**config.mk**
```make
export PLATFORM = sky130hd
export DESIGN_NAME = jte_vel_pipe
export DESIGN_NICKNAME = d
export VERILOG_FILES = /design/src/rtl/core/jte_pkg.sv /design/src/rtl/core/jte_vel_pipe.sv
export SDC_FILE = /design/constraint.sdc
export NUM_CORES = 2
export LEC_CHECK = 0
export BUFFER_PORTS_ARGS = -buffer_cell sky130_fd_sc_hd__buf_4
export CORE_AREA = 2 2 534 536
export CTS_CLUSTER_SIZE = 25
export DETAILED_ROUTE_END_ITERATION = 8
export DIE_AREA = 0 0 536 538
export GPL_TIMING_DRIVEN = 0
export PLACE_DENSITY = 0.53
export SLEW_MARGIN = 20
export SYNTH_ARGS = -nofsm -noshare
export SYNTH_HDL_FRONTEND = slang
export SYNTH_SLANG_ARGS = --single-unit
```
**constraint.sdc**
```tcl
create_clock -name clk -period 85 [get_ports clk]
set_clock_uncertainty 0.15 [all_clocks]
set_input_delay 4.25 -clock clk [delete_from_list [all_inputs] [get_ports clk]]
set_output_delay 4.25 -clock clk [all_outputs]
set_load 0.03 [all_outputs]
```
**src/rtl/core/jte_pkg.sv**
```systemverilog
`timescale 1ns / 1ps
`default_nettype none
// ----------------------------------------------------------------------------
// jte_pkg
// Shared types and constants of the joint target extrapolator: per-joint
// memory entry layout, the preview item handed to the velocity pipeline and
// register codes.
// ----------------------------------------------------------------------------
package jte_pkg;

	// field widths
	localparam int JI_W   = 5;
	localparam int DATA_W = 32;
	localparam int DB_W   = 31;

	// configuration register codes (word index on the register port)
	localparam int CFG_ADDR_W = 4;
	localparam logic [1:0] REG_MODE = 2'd0;
	localparam logic [1:0] REG_INV  = 2'd1;
	localparam logic [1:0] REG_DB   = 2'd2;

	// register reset values
	localparam logic [DATA_W-1:0] INV_RESET = 32'd65536000;

	// request codes
	localparam logic REQ_PREVIEW = 1'b0;
	localparam logic REQ_COMMIT  = 1'b1;

	// mode codes
	localparam logic MODE_PREDICT = 1'b0;
	localparam logic MODE_PASS    = 1'b1;

	// frame count saturates here
	localparam logic [1:0] FRAMES_MAX = 2'd2;

	// one memory word per joint
	typedef struct packed {
		logic signed [DATA_W-1:0] older;
		logic signed [DATA_W-1:0] last;
		logic signed [DATA_W-1:0] vel;
	} entry_t;

	localparam int ENTRY_W = $bits(entry_t);

	// what travels with a preview through the velocity pipeline
	typedef struct packed {
		logic [JI_W-1:0]          joint;
		logic                     startup;
		logic                     use_pred;
		logic signed [DATA_W-1:0] pos;
		logic signed [DATA_W-1:0] alt_vel;
		logic signed [DATA_W-1:0] pv;
	} side_t;

	// preview leaving the memory stage: p - p1, p2 - p1 and p2
	typedef struct packed {
		side_t                  side;
		logic signed [DATA_W:0] e;
		logic signed [DATA_W:0] f;
		logic signed [DATA_W-1:0] p2;
	} pred_in_t;

endpackage
`default_nettype wire

```
**src/rtl/core/jte_vel_pipe.sv**
```systemverilog
`timescale 1ns / 1ps
`default_nettype none
// ----------------------------------------------------------------------------
// jte_vel_pipe
// Prediction datapath: extrapolated position, velocity difference scaled
// by the reciprocal sample period with rounding, deadband hold, saturation
// and the output register.
// ----------------------------------------------------------------------------
module jte_vel_pipe
	import jte_pkg::*;
(
	input  wire logic                     clk,
	input  wire logic                     arst_n,
	input  wire logic                     valid_s2,
	input  wire pred_in_t                 item_s2,
	input  wire logic [DATA_W-1:0]        inv_period,
	input  wire logic [DB_W-1:0]          deadband,
	input  wire logic                     out_stall,
	output logic                          adv,
	output logic                          out_valid,
	output logic [JI_W-1:0]               out_joint,
	output logic signed [DATA_W-1:0]      target_position,
	output logic signed [DATA_W-1:0]      target_velocity,
	output logic                          startup
);

	localparam int POS_W  = 36;
	localparam int MAG_W  = 36;
	localparam int HALF_W = 16;
	localparam int PROD_W = MAG_W + HALF_W;
	localparam int R_W    = PROD_W + 1;
	localparam int V_W    = R_W + 1;
	localparam int DIFF_W = V_W + 1;
	localparam logic [PROD_W:0] ROUND_HALF = (PROD_W+1)'(1 << (HALF_W - 1));

	// whole pipeline moves unless a finished result is held
	assign adv = !(out_valid && out_stall);

	// stage 3: extrapolated position and velocity difference
	logic                    valid_s3;
	side_t                   side_s3;
	logic signed [POS_W-1:0] pos_s3;
	logic signed [POS_W-1:0] d_s3;

	always_ff @(posedge clk) begin
		if (adv) begin
			side_s3 <= item_s2.side;
			pos_s3  <= POS_W'(item_s2.e) + (POS_W'(item_s2.e) <<< 1) + POS_W'(item_s2.p2);
			d_s3    <= (POS_W'(item_s2.e) <<< 1) + POS_W'(item_s2.f);
		end
	end

	// stage 4: position saturation, magnitude and sign of the difference
	logic             valid_s4;
	side_t            side_s4;
	logic             neg_s4;
	logic [MAG_W-1:0] mag_s4;
	logic             pos_ovf;

	assign pos_ovf = !((&pos_s3[POS_W-1:DATA_W-1]) || !(|pos_s3[POS_W-1:DATA_W-1]));

	always_ff @(posedge clk) begin
		if (adv) begin
			side_s4 <= side_s3;
			if (side_s3.use_pred) begin
				if (pos_ovf) begin
					side_s4.pos <= pos_s3[POS_W-1] ? {1'b1, {(DATA_W-1){1'b0}}}
						: {1'b0, {(DATA_W-1){1'b1}}};
				end else begin
					side_s4.pos <= pos_s3[DATA_W-1:0];
				end
			end
			neg_s4 <= d_s3[POS_W-1];
			mag_s4 <= d_s3[POS_W-1] ? MAG_W'(-d_s3) : MAG_W'(d_s3);
		end
	end

	// stage 5: two partial products over the period halves
	logic              valid_s5;
	side_t             side_s5;
	logic              neg_s5;
	logic [PROD_W-1:0] hi_s5;
	logic [PROD_W-1:0] lo_s5;

	always_ff @(posedge clk) begin
		if (adv) begin
			side_s5 <= side_s4;
			neg_s5  <= neg_s4;
			hi_s5   <= {{HALF_W{1'b0}}, mag_s4} * {{MAG_W{1'b0}}, inv_period[DATA_W-1:HALF_W]};
			lo_s5   <= {{HALF_W{1'b0}}, mag_s4} * {{MAG_W{1'b0}}, inv_period[HALF_W-1:0]};
		end
	end

	// stage 6: rounded magnitude
	logic            valid_s6;
	side_t           side_s6;
	logic            neg_s6;
	logic [R_W-1:0]  r_s6;
	logic [PROD_W:0] lo_rnd;

	assign lo_rnd = (PROD_W+1)'(lo_s5) + ROUND_HALF;

	always_ff @(posedge clk) begin
		if (adv) begin
			side_s6 <= side_s5;
			neg_s6  <= neg_s5;
			r_s6    <= R_W'(hi_s5) + R_W'(lo_rnd[PROD_W:HALF_W]);
		end
	end

	// stage 7: signed velocity
	logic                  valid_s7;
	side_t                 side_s7;
	logic signed [V_W-1:0] v_s7;

	always_ff @(posedge clk) begin
		if (adv) begin
			side_s7 <= side_s6;
			v_s7    <= neg_s6 ? -$signed({1'b0, r_s6}) : $signed({1'b0, r_s6});
		end
	end

	// stage 8: distance from the last committed velocity
	logic                     valid_s8;
	side_t                    side_s8;
	logic signed [V_W-1:0]    v_s8;
	logic signed [DIFF_W-1:0] diff_s8;

	always_ff @(posedge clk) begin
		if (adv) begin
			side_s8 <= side_s7;
			v_s8    <= v_s7;
			diff_s8 <= DIFF_W'(v_s7) - DIFF_W'(side_s7.pv);
		end
	end

	// valid bits of the stages
	always_ff @(posedge clk or negedge arst_n) begin
		if (!arst_n) begin
			valid_s3  <= 1'b0;
			valid_s4  <= 1'b0;
			valid_s5  <= 1'b0;
			valid_s6  <= 1'b0;
			valid_s7  <= 1'b0;
			valid_s8  <= 1'b0;
			out_valid <= 1'b0;
		end else if (adv) begin
			valid_s3  <= valid_s2;
			valid_s4  <= valid_s3;
			valid_s5  <= valid_s4;
			valid_s6  <= valid_s5;
			valid_s7  <= valid_s6;
			valid_s8  <= valid_s7;
			out_valid <= valid_s8;
		end
	end

	// deadband hold, velocity saturation and selection
	logic signed [DIFF_W-1:0] db_ext;
	logic                     in_band;
	logic                     v_ovf;
	logic signed [DATA_W-1:0] v_sat;
	logic signed [DATA_W-1:0] vel_sel;

	always_comb begin
		db_ext  = $signed({{(DIFF_W-DB_W){1'b0}}, deadband});
		in_band = (diff_s8 <= db_ext) && (diff_s8 >= -db_ext);
		v_ovf   = !((&v_s8[V_W-1:DATA_W-1]) || !(|v_s8[V_W-1:DATA_W-1]));
		if (v_ovf) begin
			v_sat = v_s8[V_W-1] ? {1'b1, {(DATA_W-1){1'b0}}} : {1'b0, {(DATA_W-1){1'b1}}};
		end else begin
			v_sat = v_s8[DATA_W-1:0];
		end
		if (!side_s8.use_pred) begin
			vel_sel = side_s8.alt_vel;
		end else if (in_band) begin
			vel_sel = side_s8.pv;
		end else begin
			vel_sel = v_sat;
		end
	end

	// output register
	always_ff @(posedge clk) begin
		if (adv) begin
			out_joint       <= side_s8.joint;
			target_position <= side_s8.pos;
			target_velocity <= vel_sel;
			startup         <= side_s8.startup;
		end
	end

endmodule
`default_nettype wire

```
==> qor.csv <==
stage,metric,value,unit
outcome,status,finished clean,
cts,later-pin clock latency in the skew report,0.78,ns
finish,area added between synthesis and finish,13.8,%
global_routing,first-pass GRT wire length,372000,um
logic_synthesis,Ys Warns,0,
logic_synthesis,top-area cell type share of the netlist area,39.3,%
logic_synthesis,synthesized flop and latch total,1110,
finish,layout cells sized above 1,7.75,%
critical_path,Worst Path Required,85.35,ns
cts,hold_buf cts,0,
timing,final worst slack,72.19,ns
logic_synthesis,average cell area after synthesis,11.4,um2
global_routing,largest net degree at the start of global routing,62,
critical_path,"most used cell, CP",fa_1,
cts,htree depth,3,
logic_synthesis,gate count of the mapped netlist,7405,
placed_design,Final HPWL DP,205000,um
logic_synthesis,ys async rst share,0.631,%
logic_synthesis,synthesized area,84400,um2
cts,clock buffer depth,3,
placed_design,RePlAce Congestion,0.915,
cts,clock slew at the register clock pins of the worst setup and hold paths,0.06,ns
floorplan,Die H,538,um
routing,drt total wl,252000,um
critical_path,critical path's slowest cell,o41ai_1,
cts,# resized after CTS,0,
timing,RSZ-0062 raised after global routing,no,
global_routing,total global routing overflow,0,
placed_design,input/output buffers,318,
cts,CTS tree,done,
critical_path,CP peak stage delay,0.91,ns
floorplan,die width,536,um
timing,f_max,78.1,MHz
critical_path,startpoint types,primary input,
floorplan,core footprint,283000,um2
critical_path,Critical Path AT,13.16,ns
placed_design,Place WS,71.43,ns
critical_path,critical path type,in2reg,
logic_synthesis,Main synth FF type,edfxtp_1,
routing,First DRT Iteration DRCs,3899,
timing,count of final setup violators,0,
routing,via count,55500,
global_routing,GRT Util Overall,17.3,%
logic_synthesis,Post-synth EDFFs,1103,
cts,setup bufs post-CTS,0,
finish,nets@finish,9614,
placed_design,Area after DPL,92100,um2
global_routing,initial antenna violation count,46,
routing,DRC viols,0,
finish,design area,96000,um2
logic_synthesis,Synth cell types,74,
critical_path,critical path endpoint category,flop,
routing,WL/cell,21.5,um
timing,Slew HR,20.8,%
worst_hold_path,Hold Crit Class,reg2reg,
floorplan,I/O pin cnt,340,
cts,clk sinks,1110,
timing,Final Hold Viols,0,
finish,Final Util,33.9,%
timing,Worst Tran Pin Value,1.18,ns
cts,clock root buffer,clkbuf_16,
logic_synthesis,post-synth top area cell,edfxtp_1,
critical_path,CP max FO,10,
timing,fin. max-slew vios,0,
cts,CTS Buf Count,121,
logic_synthesis,synth top area cells,"edfxtp_1 39%, fa_1 23%, ha_1 7.3%, inv_1 5.1%, nand2_1 3.9%",
finish,"commonest non-fill, non-tap cell in the layout",inv_1,
routing,1st-pass router iterations,5,
flow_run,max cap viols,0,
finish,highest-count cells in the layout ignoring fill and taps,"1156 x inv_1, 1103 x edfxtp_1, 983 x fa_1",
global_routing,vias in the first global route,58200,
logic_synthesis,Post-Syn Nets,9149,
logic_synthesis,post-synthesis sequential area ratio,39.5,%
floorplan,die area,288000,um2
floorplan,row count,196,
routing,Routed Antenna Nets,0,
timing,Fin Setup TNS,0,ns
timing,min cycle time layout,12.81,ns
floorplan,initial core utilization,29.8,%
critical_path,R2R Setup Slk,75.67,ns
timing,fin crit share,15.1,%
routing,drt via density,4.73,
==> cell usage after synthesis, drive strengths merged (25+ instances only) <==
cell	number
a211oi	25
a21o	183
a21oi	257
a31oi	29
and2	479
and3	35
clkbuf	281
edfxtp	1103
fa	983
ha	493
inv	1156
mux2	69
nand2	876
nand2b	37
nand3	77
nand4	69
nor2	217
nor2b	39
nor3	53
nor4	48
o21a	38
o21ai	184
o21bai	27
o31ai	34
or3	27
xnor2	288
xor2	99
==> logic make-up (layout without fill, tap and decap cells) <==
group | after synthesis | after routing | share of synthesized area, %
and+or+nand+nor | 2012 | 2012 | 11.6
xor gates and xnor gates | 387 | 387 | 4.02
muxes | 73 | 73 | 0.968
buffers and inverters | 1450 | 2009 | 6.46
AOI/OAI and AO/OA | 896 | 896 | 6.81
adders and majority gates | 1476 | 1476 | 30.6
other | 1 | 12 | 0.00444
DFF | 1110 | 1110 | 39.5
==> layer usage <==
layer  GRT usage (%)  up-vias  share of wire (%)
met1            23.2    28100                 44
met4            6.46       22                4.1
met2            27.9     1700                 46
met3            3.01      384                6.3
met5               0        -              0.050
li1                -    25300                  -
==> flip-flops by register name (all words and copies together) (netlist names), 35 cells and up <==
name     count
d_s3        35
side_s4    103
diff_s8     55
side_s3    103
lo_s5       37
side_s8    103
side_s7    103
r_s6        53
mag_s4      36
v_s8        54
pos_s3      36
side_s5    103
hi_s5       52
side_s6    103
v_s7        54
==> path summary, 6_finish.rpt <==
path,start,end,depth (start not counted)
setup / recovery,inv_period[9],lo_s5[44]$_DFFE_PN_,25
hold / removal,side_s7[82]$_DFFE_PN_,side_s8[82]$_DFFE_PN_,0
setup reg to reg,mag_s4[7]$_DFFE_PN_,lo_s5[44]$_DFFE_PN_,24
hold reg to reg,side_s7[82]$_DFFE_PN_,side_s8[82]$_DFFE_PN_,0
max in group asynchronous,arst_n,valid_s3$_DFFE_PN0N_,1
min in group asynchronous,arst_n,valid_s6$_DFFE_PN0N_,1
==> layout make-up <==
| type | instances | area (um2) |
|---|---|---|
| Tap cell | 3762 | 4710 |
| Clock buffer | 151 | 3160 |
| Antenna cell | 11 | 27.5 |
| Buffer | 294 | 1110 |
| Timing Repair Buffer | 342 | 2960 |
| Fill cell | 28300 | 187000 |
| Multi-Input combinational cell | 4845 | 45600 |
| Sequential cell | 1110 | 33300 |
| Clock inverter | 66 | 738 |
| Inverter | 1156 | 4340 |
==> through the flow <==
step	instances	hold WS, ns
2_1_floorplan	7405	0.250
3_3_place_gp	11500	0.250
3_5_place_dp	11500	0.255
4_1_cts	11700	0.237
5_1_grt	11700	0.239
6_report	11700	0.232
==> worst max-delay path, delay by kind of cell <==
| kind | cells | cell delay [ns] |
|---|---|---|
| compound gates | 7 | 2.86 |
| simple gates | 3 | 0.41 |
| buf+inv | 7 | 1.75 |
| xor+xnor | 1 | 0.59 |
| fa+ha+maj | 7 | 3.25 |
Power is left out: the tool's default activity adds up to more than one toggle a clock period on the data nets, which glitch-free logic cannot reach.
